--- config.mk ---
export PLATFORM = sky130hd
export DESIGN_NAME = framed_spi_message_transceiver_flat
export DESIGN_NICKNAME = d
export VERILOG_FILES = /design/src/sv/fsmt_pkg.sv /design/src/sv/fsmt_if.sv /design/src/sv/framed_spi_message_transceiver.sv /design/src/sv/fsmt_ctl.sv /design/src/sv/fsmt_dp.sv /design/src/flat_wrapper.sv
export SDC_FILE = /design/constraint.sdc
export NUM_CORES = 1
export LEC_CHECK = 0
export BUFFER_PORTS_ARGS = -buffer_cell sky130_fd_sc_hd__buf_2
export CAP_MARGIN = 20
export CORE_ASPECT_RATIO = 1.25
export CORE_UTILIZATION = 35
export DETAILED_ROUTE_END_ITERATION = 7
export GPL_ROUTABILITY_DRIVEN = 0
export PLACE_DENSITY_LB_ADDON = 0.15
export SKIP_CTS_REPAIR_TIMING = 1
export SYNTH_ARGS = -nofsm -noshare
export SYNTH_HDL_FRONTEND = slang
export SYNTH_SLANG_ARGS = --single-unit
--- constraint.sdc ---
create_clock -name clk -period 4.6 [get_ports clk]
set_input_delay 0.46 -clock clk [delete_from_list [all_inputs] [get_ports clk]]
set_output_delay 0.46 -clock clk [all_outputs]
set_load 0.02 [all_outputs]
--- src/sv/fsmt_pkg.sv ---
// shared constants, codes and control types for the framed spi transceiver
package fsmt_pkg;

  localparam int RX_DEPTH_DEF = 16;
  localparam int TX_DEPTH_DEF = 64;
  // arithmetic width for frame length math, holds TX_DEPTH + 2 at its maximum
  localparam int SUM_W        = 8;
  localparam int RX_CNT_W     = 4;

  localparam logic [1:0] OP_LOAD  = 2'd0;
  localparam logic [1:0] OP_START = 2'd1;
  localparam logic [1:0] OP_XCHG  = 2'd2;

  localparam logic [1:0] KIND_MOSI   = 2'd0;
  localparam logic [1:0] KIND_RX     = 2'd1;
  localparam logic [1:0] KIND_STATUS = 2'd2;

  localparam logic [7:0] CH_LT  = 8'h3C;
  localparam logic [7:0] CH_GT  = 8'h3E;
  localparam logic [7:0] CH_AMP = 8'h26;

  typedef enum logic [5:0] {
    ST_WAIT     = 6'b000001,
    ST_FETCH    = 6'b000010,
    ST_EMIT     = 6'b000100,
    ST_DRAIN_RD = 6'b001000,
    ST_DRAIN    = 6'b010000,
    ST_STATUS   = 6'b100000
  } ctl_state_t;

  typedef enum logic [4:0] {
    PH_IDLE    = 5'b00001,
    PH_START   = 5'b00010,
    PH_PAYLOAD = 5'b00100,
    PH_END     = 5'b01000,
    PH_PAD     = 5'b10000
  } phase_t;

  typedef struct packed {
    logic accept;
    logic fetch;
    logic emit_mosi;
    logic drain_rd;
    logic emit_rx;
    logic emit_status;
  } ctl_cmd_t;

  typedef struct packed {
    logic acc_mosi;
    logic acc_done;
    logic rx_empty;
    logic drain_last;
    logic slot_free;
  } dp_sts_t;

endpackage

--- src/sv/fsmt_if.sv ---
// valid/ready channel interfaces for transceiver input and result items
interface fsmt_in_if;
  logic       valid;
  logic       ready;
  logic [1:0] opcode;
  logic [7:0] tx_byte;
  logic       line_mode;
  logic [7:0] miso_byte;

  modport source (output valid, output opcode, output tx_byte, output line_mode,
                  output miso_byte, input ready);
  modport sink   (input valid, input opcode, input tx_byte, input line_mode,
                  input miso_byte, output ready);
endinterface

interface fsmt_out_if;
  logic       valid;
  logic       ready;
  logic [1:0] kind;
  logic [7:0] data;
  logic       last;
  logic       msg_seen;
  logic [3:0] rx_count;

  modport source (output valid, output kind, output data, output last,
                  output msg_seen, output rx_count, input ready);
  modport sink   (input valid, input kind, input data, input last,
                  input msg_seen, input rx_count, output ready);
endinterface

--- src/sv/framed_spi_message_transceiver.sv ---
// a load item is accepted in the wait state; a start or exchange item passes the fetch and emit states before
// its mosi byte is registered, and the block takes the next item once it is back in the wait state
// final exchange: each stored receive byte is read through the buffer read port and then emitted, then status
// throughput is set by the controller walk through fetch and emit, one item at a time
// synchronous active-low reset empties the payload, clears the frame and drops any result
module framed_spi_message_transceiver import fsmt_pkg::*; #(
  parameter int RX_DEPTH = RX_DEPTH_DEF,
  parameter int TX_DEPTH = TX_DEPTH_DEF
) (
  input logic          clk,
  input logic          rst_n,
  fsmt_in_if.sink      in_ch,
  fsmt_out_if.source   out_ch
);

  // command and status between sequencer and datapath
  ctl_cmd_t cmd;
  dp_sts_t  sts;
  logic     in_ready;

  assign in_ch.ready = in_ready;

  // sequencer: accepts an item only when the previous one is fully handed off
  fsmt_ctl u_ctl (
    .clk      (clk),
    .rst_n    (rst_n),
    .in_valid (in_ch.valid),
    .sts      (sts),
    .in_ready (in_ready),
    .cmd      (cmd)
  );

  // datapath: frame position, filter, both buffers and the result register
  fsmt_dp #(
    .RX_DEPTH (RX_DEPTH),
    .TX_DEPTH (TX_DEPTH)
  ) u_dp (
    .clk       (clk),
    .rst_n     (rst_n),
    .cmd       (cmd),
    .sts       (sts),
    .opcode    (in_ch.opcode),
    .tx_byte   (in_ch.tx_byte),
    .line_mode (in_ch.line_mode),
    .miso_byte (in_ch.miso_byte),
    .out_ready (out_ch.ready),
    .out_valid (out_ch.valid),
    .out_kind  (out_ch.kind),
    .out_data  (out_ch.data),
    .out_last  (out_ch.last),
    .out_msg   (out_ch.msg_seen),
    .out_cnt   (out_ch.rx_count)
  );

`ifndef SYNTHESIS
  // at most one result is loaded into the output register per cycle
  a_one_emit: assert property (@(posedge clk) disable iff (!rst_n)
    $onehot0({cmd.emit_mosi, cmd.emit_rx, cmd.emit_status}))
    else $error("more than one result loaded in a cycle");

  // a frame-ending exchange blocks new items while the receive drain and status run
  a_done_blocks: assert property (@(posedge clk) disable iff (!rst_n)
    (in_ch.valid && in_ch.ready && sts.acc_done) |=> !in_ch.ready)
    else $error("item accepted during receive drain");

  // status closes the item's result sequence
  a_status_last: assert property (@(posedge clk) disable iff (!rst_n)
    cmd.emit_status |=> (out_ch.valid && out_ch.last && out_ch.kind == KIND_STATUS))
    else $error("status result not presented as last");

  // drained receive bytes never carry last
  a_rx_not_last: assert property (@(posedge clk) disable iff (!rst_n)
    cmd.emit_rx |=> (out_ch.valid && !out_ch.last && out_ch.kind == KIND_RX))
    else $error("received byte presented with wrong marking");
`endif

endmodule

--- src/sv/fsmt_ctl.sv ---
// sequencing state machine for item acceptance, byte fetch and receive drain
module fsmt_ctl import fsmt_pkg::*; (
  input  logic     clk,
  input  logic     rst_n,
  input  logic     in_valid,
  input  dp_sts_t  sts,
  output logic     in_ready,
  output ctl_cmd_t cmd
);

  ctl_state_t state_r, state_nxt;

  always_ff @(posedge clk) begin
    if (!rst_n) begin
      state_r <= ST_WAIT;
    end else begin
      state_r <= state_nxt;
    end
  end

  always_comb begin
    state_nxt = state_r;
    cmd       = '0;
    in_ready  = 1'b0;
    case (state_r)
      ST_WAIT: begin
        in_ready = 1'b1;
        if (in_valid) begin
          cmd.accept = 1'b1;
          if (sts.acc_mosi) begin
            state_nxt = ST_FETCH;
          end else if (sts.acc_done) begin
            state_nxt = ST_DRAIN_RD;
          end
        end
      end
      ST_FETCH: begin
        cmd.fetch = 1'b1;
        state_nxt = ST_EMIT;
      end
      ST_EMIT: begin
        if (sts.slot_free) begin
          cmd.emit_mosi = 1'b1;
          state_nxt     = ST_WAIT;
        end
      end
      ST_DRAIN_RD: begin
        cmd.drain_rd = 1'b1;
        state_nxt    = sts.rx_empty ? ST_STATUS : ST_DRAIN;
      end
      ST_DRAIN: begin
        if (sts.slot_free) begin
          cmd.emit_rx = 1'b1;
          state_nxt   = sts.drain_last ? ST_STATUS : ST_DRAIN_RD;
        end
      end
      ST_STATUS: begin
        if (sts.slot_free) begin
          cmd.emit_status = 1'b1;
          state_nxt       = ST_WAIT;
        end
      end
      default: begin
        state_nxt = ST_WAIT;
      end
    endcase
  end

endmodule

--- src/sv/fsmt_dp.sv ---
// frame state, payload and receive buffers, receive filter and result register
module fsmt_dp import fsmt_pkg::*; #(
  parameter int RX_DEPTH = RX_DEPTH_DEF,
  parameter int TX_DEPTH = TX_DEPTH_DEF
) (
  input  logic                clk,
  input  logic                rst_n,
  input  ctl_cmd_t            cmd,
  output dp_sts_t             sts,
  input  logic [1:0]          opcode,
  input  logic [7:0]          tx_byte,
  input  logic                line_mode,
  input  logic [7:0]          miso_byte,
  input  logic                out_ready,
  output logic                out_valid,
  output logic [1:0]          out_kind,
  output logic [7:0]          out_data,
  output logic                out_last,
  output logic                out_msg,
  output logic [RX_CNT_W-1:0] out_cnt
);

  localparam int LW  = $clog2(TX_DEPTH + 1);
  localparam int AW  = (TX_DEPTH > 1) ? $clog2(TX_DEPTH) : 1;
  localparam int RXN = RX_DEPTH - 1;
  localparam int CW  = $clog2(RX_DEPTH);
  localparam int RIW = $clog2(RXN);
  localparam int PW  = $clog2(RX_DEPTH - 1);

  logic [7:0] tx_mem [TX_DEPTH];
  logic [7:0] rx_mem [RXN];
  logic [7:0] tx_q, rx_q;

  phase_t        phase_r, phase_nxt;
  logic [LW-1:0] len_r, len_nxt, pos_r, pos_nxt;
  logic [PW-1:0] pad_r, pad_nxt;
  logic [CW-1:0] cnt_r, cnt_nxt, didx_r, didx_nxt;
  logic          got_r, got_nxt, endsel_r, endsel_nxt;
  logic [7:0]    prev_r, prev_nxt, cur_r;

  logic                out_valid_r;
  logic [1:0]          kind_r;
  logic [7:0]          data_r;
  logic                last_r, msg_r;
  logic [RX_CNT_W-1:0] rxc_r;

  logic             idle, keep, xchg_done, do_load, do_rxwr, slot_free;
  logic [LW-1:0]    pos_inc;
  logic [SUM_W-1:0] len_p2, pad_calc, cnt_ext;
  logic [7:0]       mosi_byte;

  assign idle      = (phase_r == PH_IDLE);
  assign keep      = (miso_byte != 8'd0) && (miso_byte != prev_r) && (miso_byte != CH_GT);
  assign xchg_done = ((phase_r == PH_END) && (pad_r == '0)) ||
                     ((phase_r == PH_PAD) && (pad_r == PW'(1)));
  assign pos_inc   = pos_r + LW'(1);
  assign len_p2    = SUM_W'(len_r) + SUM_W'(2);
  assign pad_calc  = SUM_W'(RX_DEPTH) - len_p2;
  assign cnt_ext   = SUM_W'(cnt_r);
  assign slot_free = !out_valid_r || out_ready;

  assign do_load = cmd.accept && (opcode == OP_LOAD) && idle && (len_r < LW'(TX_DEPTH));
  assign do_rxwr = cmd.accept && (opcode == OP_XCHG) && !idle && keep && (cnt_r < CW'(RXN));

  assign sts.acc_mosi   = ((opcode == OP_START) && idle) ||
                          ((opcode == OP_XCHG) && !idle && !xchg_done);
  assign sts.acc_done   = (opcode == OP_XCHG) && !idle && xchg_done;
  assign sts.rx_empty   = (cnt_r == '0);
  assign sts.drain_last = ((didx_r + CW'(1)) == cnt_r);
  assign sts.slot_free  = slot_free;

  // byte driven on mosi for the exchange that follows
  always_comb begin
    case (phase_r)
      PH_START:   mosi_byte = CH_LT;
      PH_PAYLOAD: mosi_byte = tx_q;
      PH_END:     mosi_byte = endsel_r ? CH_AMP : CH_GT;
      default:    mosi_byte = 8'd0;
    endcase
  end

  always_comb begin
    phase_nxt  = phase_r;
    len_nxt    = len_r;
    pos_nxt    = pos_r;
    pad_nxt    = pad_r;
    cnt_nxt    = cnt_r;
    got_nxt    = got_r;
    endsel_nxt = endsel_r;
    prev_nxt   = prev_r;
    didx_nxt   = didx_r;
    if (cmd.accept) begin
      case (opcode)
        OP_LOAD: begin
          if (do_load) begin
            len_nxt = len_r + LW'(1);
          end
        end
        OP_START: begin
          if (idle) begin
            endsel_nxt = line_mode;
            prev_nxt   = CH_AMP;
            cnt_nxt    = '0;
            got_nxt    = 1'b0;
            pos_nxt    = '0;
            pad_nxt    = (len_p2 <= SUM_W'(RX_DEPTH)) ? PW'(pad_calc) : '0;
            phase_nxt  = PH_START;
          end
        end
        OP_XCHG: begin
          if (!idle) begin
            if (keep) begin
              got_nxt = 1'b1;
              if (cnt_r < CW'(RXN)) begin
                cnt_nxt = cnt_r + CW'(1);
              end
            end
            // padding keeps the end mark as filter reference
            if (phase_r != PH_PAD) begin
              prev_nxt = cur_r;
            end
            case (phase_r)
              PH_START: begin
                pos_nxt   = '0;
                phase_nxt = (len_r != '0) ? PH_PAYLOAD : PH_END;
              end
              PH_PAYLOAD: begin
                pos_nxt = pos_inc;
                if (pos_inc >= len_r) begin
                  phase_nxt = PH_END;
                end
              end
              PH_END: begin
                if (pad_r != '0) begin
                  phase_nxt = PH_PAD;
                end
              end
              PH_PAD: begin
                pad_nxt = pad_r - PW'(1);
              end
              default: begin
              end
            endcase
            if (xchg_done) begin
              phase_nxt = PH_IDLE;
              len_nxt   = '0;
              pos_nxt   = '0;
              pad_nxt   = '0;
              didx_nxt  = '0;
            end
          end
        end
        default: begin
        end
      endcase
    end
    if (cmd.emit_rx) begin
      didx_nxt = didx_r + CW'(1);
    end
  end

  always_ff @(posedge clk) begin
    if (!rst_n) begin
      phase_r     <= PH_IDLE;
      len_r       <= '0;
      pos_r       <= '0;
      pad_r       <= '0;
      cnt_r       <= '0;
      got_r       <= 1'b0;
      endsel_r    <= 1'b0;
      prev_r      <= CH_AMP;
      didx_r      <= '0;
      out_valid_r <= 1'b0;
    end else begin
      phase_r  <= phase_nxt;
      len_r    <= len_nxt;
      pos_r    <= pos_nxt;
      pad_r    <= pad_nxt;
      cnt_r    <= cnt_nxt;
      got_r    <= got_nxt;
      endsel_r <= endsel_nxt;
      prev_r   <= prev_nxt;
      didx_r   <= didx_nxt;
      if (cmd.emit_mosi || cmd.emit_rx || cmd.emit_status) begin
        out_valid_r <= 1'b1;
      end else if (out_ready) begin
        out_valid_r <= 1'b0;
      end
    end
  end

  // buffers, registered read
  always_ff @(posedge clk) begin
    if (do_load) begin
      tx_mem[len_r[AW-1:0]] <= tx_byte;
    end
    if (cmd.fetch) begin
      tx_q <= tx_mem[pos_r[AW-1:0]];
    end
  end

  always_ff @(posedge clk) begin
    if (do_rxwr) begin
      rx_mem[cnt_r[RIW-1:0]] <= miso_byte;
    end
    if (cmd.drain_rd) begin
      rx_q <= rx_mem[didx_r[RIW-1:0]];
    end
  end

  // result register and sent-byte tracker
  always_ff @(posedge clk) begin
    if (cmd.emit_mosi) begin
      cur_r  <= mosi_byte;
      kind_r <= KIND_MOSI;
      data_r <= mosi_byte;
      last_r <= 1'b1;
      msg_r  <= 1'b0;
      rxc_r  <= '0;
    end else if (cmd.emit_rx) begin
      kind_r <= KIND_RX;
      data_r <= rx_q;
      last_r <= 1'b0;
      msg_r  <= 1'b0;
      rxc_r  <= '0;
    end else if (cmd.emit_status) begin
      kind_r <= KIND_STATUS;
      data_r <= 8'd0;
      last_r <= 1'b1;
      msg_r  <= got_r;
      rxc_r  <= cnt_ext[RX_CNT_W-1:0];
    end
  end

  assign out_valid = out_valid_r;
  assign out_kind  = kind_r;
  assign out_data  = data_r;
  assign out_last  = last_r;
  assign out_msg   = msg_r;
  assign out_cnt   = rxc_r;

endmodule
--- src/flat_wrapper.sv ---
// flat-port wrapper written by rule: the top's interface ports become plain ports
module framed_spi_message_transceiver_flat import fsmt_pkg::*;
#(
  parameter int RX_DEPTH = RX_DEPTH_DEF,
  parameter int TX_DEPTH = TX_DEPTH_DEF
)
  (clk, rst_n, in_ch_valid, in_ch_opcode, in_ch_tx_byte, in_ch_line_mode, in_ch_miso_byte, in_ch_ready, out_ch_valid, out_ch_kind, out_ch_data, out_ch_last, out_ch_msg_seen, out_ch_rx_count, out_ch_ready);
  fsmt_in_if in_ch_i ();
  fsmt_out_if out_ch_i ();
  input logic clk;
  input logic rst_n;
  input wire logic [$bits(in_ch_i.valid)-1:0] in_ch_valid;
  input wire logic [$bits(in_ch_i.opcode)-1:0] in_ch_opcode;
  input wire logic [$bits(in_ch_i.tx_byte)-1:0] in_ch_tx_byte;
  input wire logic [$bits(in_ch_i.line_mode)-1:0] in_ch_line_mode;
  input wire logic [$bits(in_ch_i.miso_byte)-1:0] in_ch_miso_byte;
  output wire logic [$bits(in_ch_i.ready)-1:0] in_ch_ready;
  output wire logic [$bits(out_ch_i.valid)-1:0] out_ch_valid;
  output wire logic [$bits(out_ch_i.kind)-1:0] out_ch_kind;
  output wire logic [$bits(out_ch_i.data)-1:0] out_ch_data;
  output wire logic [$bits(out_ch_i.last)-1:0] out_ch_last;
  output wire logic [$bits(out_ch_i.msg_seen)-1:0] out_ch_msg_seen;
  output wire logic [$bits(out_ch_i.rx_count)-1:0] out_ch_rx_count;
  input wire logic [$bits(out_ch_i.ready)-1:0] out_ch_ready;
  assign in_ch_i.valid = in_ch_valid;
  assign in_ch_i.opcode = in_ch_opcode;
  assign in_ch_i.tx_byte = in_ch_tx_byte;
  assign in_ch_i.line_mode = in_ch_line_mode;
  assign in_ch_i.miso_byte = in_ch_miso_byte;
  assign in_ch_ready = in_ch_i.ready;
  assign out_ch_valid = out_ch_i.valid;
  assign out_ch_kind = out_ch_i.kind;
  assign out_ch_data = out_ch_i.data;
  assign out_ch_last = out_ch_i.last;
  assign out_ch_msg_seen = out_ch_i.msg_seen;
  assign out_ch_rx_count = out_ch_i.rx_count;
  assign out_ch_i.ready = out_ch_ready;
  framed_spi_message_transceiver #(.RX_DEPTH(RX_DEPTH), .TX_DEPTH(TX_DEPTH)) u_core (.clk(clk), .rst_n(rst_n), .in_ch(in_ch_i), .out_ch(out_ch_i));
endmodule
# ---- Word-level counts from Yosys, hierarchy flattened
# Memory sizes are Yosys's and may differ from the RTL's. A register that Yosys moved wholly into a read port is not among the register bits.
# Cells that the tools add are included.
# Widths: inputs -> output; s select.
dict set report word_totals {
  rom_bits 0
  latch_bits 0
  ff_bits 72
  ramBits 632
  memories 2
}
dict set report classes {
  bitwise_logic 0
  addsub 7
  mul 0
  reduce_logical 49
  n_lt_le_gt_ge 4
  n_eq_ne 35
  n_div 0
  n_shift 0
  muxes 73
}
# memory depth width rd rd_clocked_by_memory_dff write_ports line_no
set memory_table {}
lappend memory_table {u_core.u_dp.tx_mem 64 8 1 1 1 fsmt_dp.sv:30} ;# logic [7:0] tx_mem [TX_DEPTH];
lappend memory_table {u_core.u_dp.rx_mem 15 8 1 1 1 fsmt_dp.sv:31} ;# logic [7:0] rx_mem [RXN];
# op count
set ops {}
lappend ops {{$mux 4} 15}
lappend ops {{$mux 8} 6}
lappend ops {{$mux 6} 7}
lappend ops {{$mux 7} 6}
lappend ops {{$pmux 7 s2} 3}
lappend ops {{$mux 5} 6}
lappend ops {{$pmux 6 s5} 1}
lappend ops {{$reduce_and 5->1} 5}
lappend ops {{$pmux 8 s3} 1}
lappend ops {{$mux 1} 22}
lappend ops {{$ne 2x2->1 const B} 8}
lappend ops {{$pmux 4 s2} 2}
lappend ops {{$pmux 8 s2} 1}
lappend ops {{$logic_and 1x1->1} 15}
lappend ops {{$pmux 5 s3} 1}
lappend ops {{$add 7x1->7 const B} 2}
lappend ops {{$reduce_bool 2->1} 7}
lappend ops {{$pmux 5 s2} 1}
lappend ops {{$add 4x1->4 const B} 2}
lappend ops {{$add 7x2->8 const B} 1}
lappend ops {{$le 8x5->1 const B} 1}
lappend ops {{$logic_not 4->1} 2}
lappend ops {{$ne 8x6->1 const B} 1}
lappend ops {{$ne 8x8->1} 1}
lappend ops {{41 further kinds} 51}

# ---- Longest topological paths before layout
dict set report depth {
  ltp_word 9
  mapped_depth 13
  mapped_depth_nobuf 10
}

# ---- By module
# A second synthesis with hierarchy kept.
dict set report hier_totals {
  cells_unflattened 1587
  area_unflattened_um2 29080.4
}
# module cells_each seq_area_each_um2 instances area_each_um2
set by_module_without_submodules {}
lappend by_module_without_submodules {fsmt_dp 1533 20940.1 1 28640.0}
lappend by_module_without_submodules {fsmt_ctl 54 120.1 1 440.4}

# ---- Worst setup path after synthesis
# No wires, ideal clock.
dict set report synth_timing {
  path_type {reg-to-reg}
  from {register u_core.u_dp.pos_r[1]}
  to {register u_core.u_dp.phase_r[3]}
  setup_time_ns 0.087
  t_arrival_ns 3.092
  path_buffers 4
  synth_period_minus_slack_ns 3.180
  slack_ns 1.420
  path_stages_with_launch 14
  path_cell_list {dfxtp_1 buf_2 buf_2 clkbuf_1 buf_2 nand4_1 and2_1 or2_2 ha_1 o21ai_0 nor2_1 o32a_1 o31a_1 o31ai_1}
}
dict set report synth_between {
  elab_chain_cells 4
}
# element line_no
set synth_rtl {}
lappend synth_rtl {{start: declaration} fsmt_dp.sv:35} ;# logic [LW-1:0] len_r, len_nxt, pos_r, pos_nxt;
lappend synth_rtl {{start signal: assignment} fsmt_dp.sv:177} ;# pos_r <= pos_nxt;
lappend synth_rtl {{$add 7x1->7} fsmt_dp.sv:56} ;# assign pos_inc = pos_r + LW'(1);
lappend synth_rtl {{$ge 7x7->1} fsmt_dp.sv:129} ;# if (pos_inc >= len_r) begin
lappend synth_rtl {{$ne 4x4->1 (no source line)} -}
lappend synth_rtl {{$reduce_and 7->1 (no source line)} -}
lappend synth_rtl {{end signal: assignment} fsmt_dp.sv:175} ;# phase_r <= phase_nxt;
lappend synth_rtl {{end: declaration} fsmt_dp.sv:34} ;# phase_t phase_r, phase_nxt;
# No other way between the ends.
# A chain may end at the register's enable or synchronous reset.

# ---- Worst setup path in the final report
dict set report layout_timing {
  from {register u_core.u_dp.phase_r[1]}
  to {memory u_core.u_dp.rx_mem[9][0], enable pin}
}
dict set report layout_between {
  elab_chain_cells 7
}
# element line_no
set layout_rtl {}
lappend layout_rtl {{$eq 5x1->1} fsmt_dp.sv:52} ;# assign idle = (phase_r == PH_IDLE);
lappend layout_rtl {{$logic_not 1->1} -}
lappend layout_rtl {{$logic_and 1x1->1 (3 in series)} fsmt_dp.sv:63} ;# assign do_rxwr = cmd.accept && (opcode == OP_XCHG) && !idle && keep && (cnt_r < CW'(RXN));
lappend layout_rtl {{$mux 1} fsmt_dp.sv:203} ;# if (do_rxwr) begin
lappend layout_rtl {{$mux 1 (not written as such)} fsmt_dp.sv:204} ;# rx_mem[cnt_r[RIW-1:0]] <= miso_byte;
lappend layout_rtl {{end: declaration} fsmt_dp.sv:31}
# No other way between the ends.

==> flow_summary.json <==
{
  "grt_max_degree": 87,
  "postSynthAreaPerCell_um2": 18.1,
  "slew_violations": 0,
  "routed_wl_um": 68000,
  "leakage_nw": 10.1,
  "drive_gt1_frac": 0.217,
  "drc_errors": 0,
  "gr-usage-all-layers": 0.163,
  "cts_root_buf": "clkbuf_16",
  "timing.setup.tns_ns": 0,
  "crit_fanout": 9,
  "cts_max_path_buffers": 3,
  "finalCriticalPeriod_ns": 3.34,
  "outcome": "finished, final reports clean",
  "fin_skew_ns": 0.0226,
  "cts_tree": "yes",
  "fmax_ghz": 0.300,
  "yosys.area.top_type": "edfxtp_1",
  "diodes": 0,
  "yosys_warnings": 0,
  "num_rows": 118,
  "antenna_found_initial": 0,
  "ys_seq_area_frac": 0.722,
  "clock-sinks": 720,
  "ir_drop_v": 0.000271,
  "yosys_most_used_dff": "edfxtp_1",
  "vias": 14554,
  "nets": 1720,
  "grt_overflow": 0,
  "numPortBuffers": 40,
  "critical_path_class": "flop to flop",
  "hold_class": "input pin to flop",
  "rrSetupSlack_ns": 1.26,
  "syn_area_um2": 29200,
  "setup.worst_path.start_class": "flop",
  "fin_crit_sh": 0.725,
  "place_area_um2": 30600,
  "fill_cells": 7492,
  "yosys_register_bits": 720,
  "async_flop_share": 0,
  "route.antenna.remaining_nets": 0,
  "yosysUniqueCellTypes": 75,
  "die_height_um": 325,
  "synth_edf_count": 664,
  "worstReg2RegStart": "u_core.u_dp.phase_r[1]$_SDFFE_PN0P_",
  "power.density_nw_per_um2": 410,
  "min_from": "in_ch_line_mode",
  "r2r_cells": 5,
  "vias_per_cell": 5.18,
  "synth_area_leaders": "edfxtp_1 68%, mux4_2 13%, dfxtp_1 3.8%, nor2_1 1.7%, mux2i_1 1.5%",
  "hold_depth": 3,
  "numCtsBuffers": 75,
  "synth_top_area_share": 0.683,
  "cp_slowest_stage_delay_ns": 0.83,
  "dp_hpwl_um": 42900,
  "clkTransAtPathRegs_ns": 0.06,
  "cpMaxStageDelayCell": "nor4bb_1",
  "critical_path_buf_inv_count": 0,
  "arrival_ns": 3.57,
  "worst_pin_slew_ns": 0.996,
  "routedWlPerCell_um": 24.2,
  "drtPass1Iterations": 8,
  "grt_pass1_vias": 15117,
  "start_util": 0.353,
  "syn_inst": 1610,
  "hold_viol": 0,
  "cp_top_family": "simple AND/OR/NAND/NOR gates",
  "core_um2": 82700,
  "grt_pass1_wl_um": 101000,
  "die_area_um2": 84500,
  "drtIter0Drc": 1365,
  "endpoint_kind": "flop",
  "num_io_pins": 41,
  "synthesis.nets": 1659,
  "htree_levels": 3,
  "crit_chain": "or3_1 > o21ai_1 > nor4bb_1 > nand2_1 > nor2_1",
  "drv_cap": 0,
  "syn_to_final_growth_pct": 13.2,
  "die_w_um": 260,
  "rsz0062_at_grt": "no",
  "relSlewSlack": 0.335,
  "insertion_delay_ns": 0.63,
  "hold_end": "u_core.u_dp.endsel_r$_SDFFE_PN0P_",
  "regToRegEndpoint": "u_core.u_dp.rx_mem[9][0]$_DFFE_PP_",
  "crit_required_ns": 4.84,
  "setup_viol": 0,
  "final_area_um2": 33000
}
==> Yosys cell counts (23+ instances only) <==
cell type / instances
nor2_1: 129
nor3_1: 26
edfxtp_1: 664
dfxtp_1: 56
nand2_1: 72
mux4_2: 162
clkbuf_1: 45
buf_2: 23
mux2i_1: 44
o21ai_0: 44
ha_1: 26
==> layer usage <==
| metal | vias to the layer above | global-route usage | routed length [um] |
|---|---|---|---|
| li1 | 6603 | - | - |
| met1 | 7563 | 0.210 | 28800 |
| met2 | 308 | 0.278 | 34800 |
| met3 | 80 | 0.0243 | 2650 |
| met4 | 0 | 0.0578 | 1750 |
| met5 | - | 0 | 0 |
==> cell usage in the layout, fill, tap and decap left out, types with 5 or more instances in the layout <==
| cell | netlist | layout |
|---|---|---|
| edfxtp_1 | 664 | 664 |
| mux4_2 | 162 | 162 |
| nor2_1 | 129 | 129 |
| clkbuf_16 | 0 | 78 |
| nand2_1 | 72 | 72 |
| dfxtp_1 | 56 | 52 |
| mux2i_1 | 44 | 44 |
| o21ai_0 | 44 | 44 |
| buf_2 | 23 | 41 |
| nor3_1 | 26 | 26 |
| ha_1 | 26 | 26 |
| a21oi_1 | 22 | 22 |
| mux2_2 | 22 | 22 |
| buf_4 | 8 | 22 |
| inv_1 | 20 | 20 |
| nand3_1 | 20 | 20 |
| clkbuf_1 | 45 | 17 |
| clkinv_1 | 2 | 16 |
| a22o_1 | 15 | 15 |
| xnor2_1 | 13 | 13 |
| xor2_1 | 13 | 13 |
| nor4_1 | 11 | 11 |
| nand2b_1 | 11 | 11 |
| o22ai_1 | 10 | 10 |
| a31oi_1 | 10 | 10 |
| and2_1 | 9 | 9 |
| nand4_1 | 8 | 8 |
| a21o_1 | 8 | 8 |
| nor2b_1 | 8 | 8 |
| and3_1 | 8 | 8 |
| a211oi_1 | 8 | 8 |
| a22oi_1 | 7 | 7 |
| bufinv_16 | 0 | 7 |
| inv_6 | 0 | 7 |
| or2_2 | 6 | 6 |
| o221ai_1 | 6 | 6 |
| nand3b_1 | 5 | 5 |
| clkinv_2 | 0 | 5 |
==> worst min-delay path, delay by kind of cell <==
kind / cells / cell delay (ns)
buffers and inverters: 1 / 0.11
muxes: 1 / 0.07
and+or+nand+nor: 1 / 0.07
==> final cells by class <==
class	count	area, um^2	area share
Clock inverter	38	400	0.0121
Tap cell	1080	1350	0.0409
Timing Repair Buffer	67	450	0.0136
Inverter	23	86.3	0.00261
Sequential cell	720	21100	0.638
Clock buffer	96	2030	0.0614
Multi-Input combinational cell	784	7660	0.232
==> logic make-up (layout without fill, tap and decap cells) <==
kind of cell | Yosys count | after routing | synth area share
compound gates | 163 | 163 | 0.0376
xor+xnor | 26 | 26 | 0.00780
fa+ha+maj | 26 | 26 | 0.0111
buf+inv | 106 | 224 | 0.0159
flops | 720 | 720 | 0.722
mux | 228 | 228 | 0.149
simple gates | 341 | 341 | 0.0572
==> per-stage QoR <==
stage	instances	util	power, mW	hold WS [ns]	worst slack [ns]
3_3_place_gp	2672	0.370	7.64	0.438	1.03
2_1_floorplan	1610	-	7.46	0.433	1.42
5_1_grt	2808	0.400	14.0	0.113	0.978
4_1_cts	2807	0.399	13.7	0.0731	1.22
3_5_place_dp	2673	0.370	7.65	0.443	0.999
6_report	2808	0.400	13.6	0.125	1.26
==> flip-flops by register name (all words and copies together) (netlist names), 8 cells and up <==
| signal | cells |
|---|---|
| u_core.u_dp.out_data | 8 |
| u_core.u_dp.rx_q | 8 |
| u_core.u_dp.cur_r | 8 |
| u_core.u_dp.tx_q | 8 |
| u_core.u_dp.tx_mem | 512 |
| u_core.u_dp.rx_mem | 120 |
| u_core.u_dp.prev_r | 8 |
==> worst max path at each step <==
stage / from / end / slack (ns) / cells past startpoint
2_1_floorplan: u_core.u_dp.pos_r[1]$_SDFFE_PN0P_ / u_core.u_dp.phase_r[3]$_SDFFE_PN0P_ / 1.42 / 13
3_3_place_gp: in_ch_miso_byte[6] / u_core.u_dp.rx_mem[8][7]$_DFFE_PP_ / 1.03 / 7
3_5_place_dp: in_ch_miso_byte[1] / u_core.u_dp.rx_mem[13][6]$_DFFE_PP_ / 1.0 / 7
4_1_cts: u_core.u_dp.phase_r[1]$_SDFFE_PN0P_ / u_core.u_dp.rx_mem[9][0]$_DFFE_PP_ / 1.22 / 5
5_1_grt: u_core.u_dp.phase_r[1]$_SDFFE_PN0P_ / u_core.u_dp.rx_mem[9][0]$_DFFE_PP_ / 0.98 / 5
6_report: u_core.u_dp.phase_r[1]$_SDFFE_PN0P_ / u_core.u_dp.rx_mem[9][0]$_DFFE_PP_ / 1.26 / 5
==> power by group <==
part           internal, mW  leakage (nW)  switching, mW
clock                  3.53          1.17           2.53
sequential             7.16          6.41         0.0212
combinational        0.0831          2.55          0.238
Note: power is estimated with default switching activity, not from simulation.
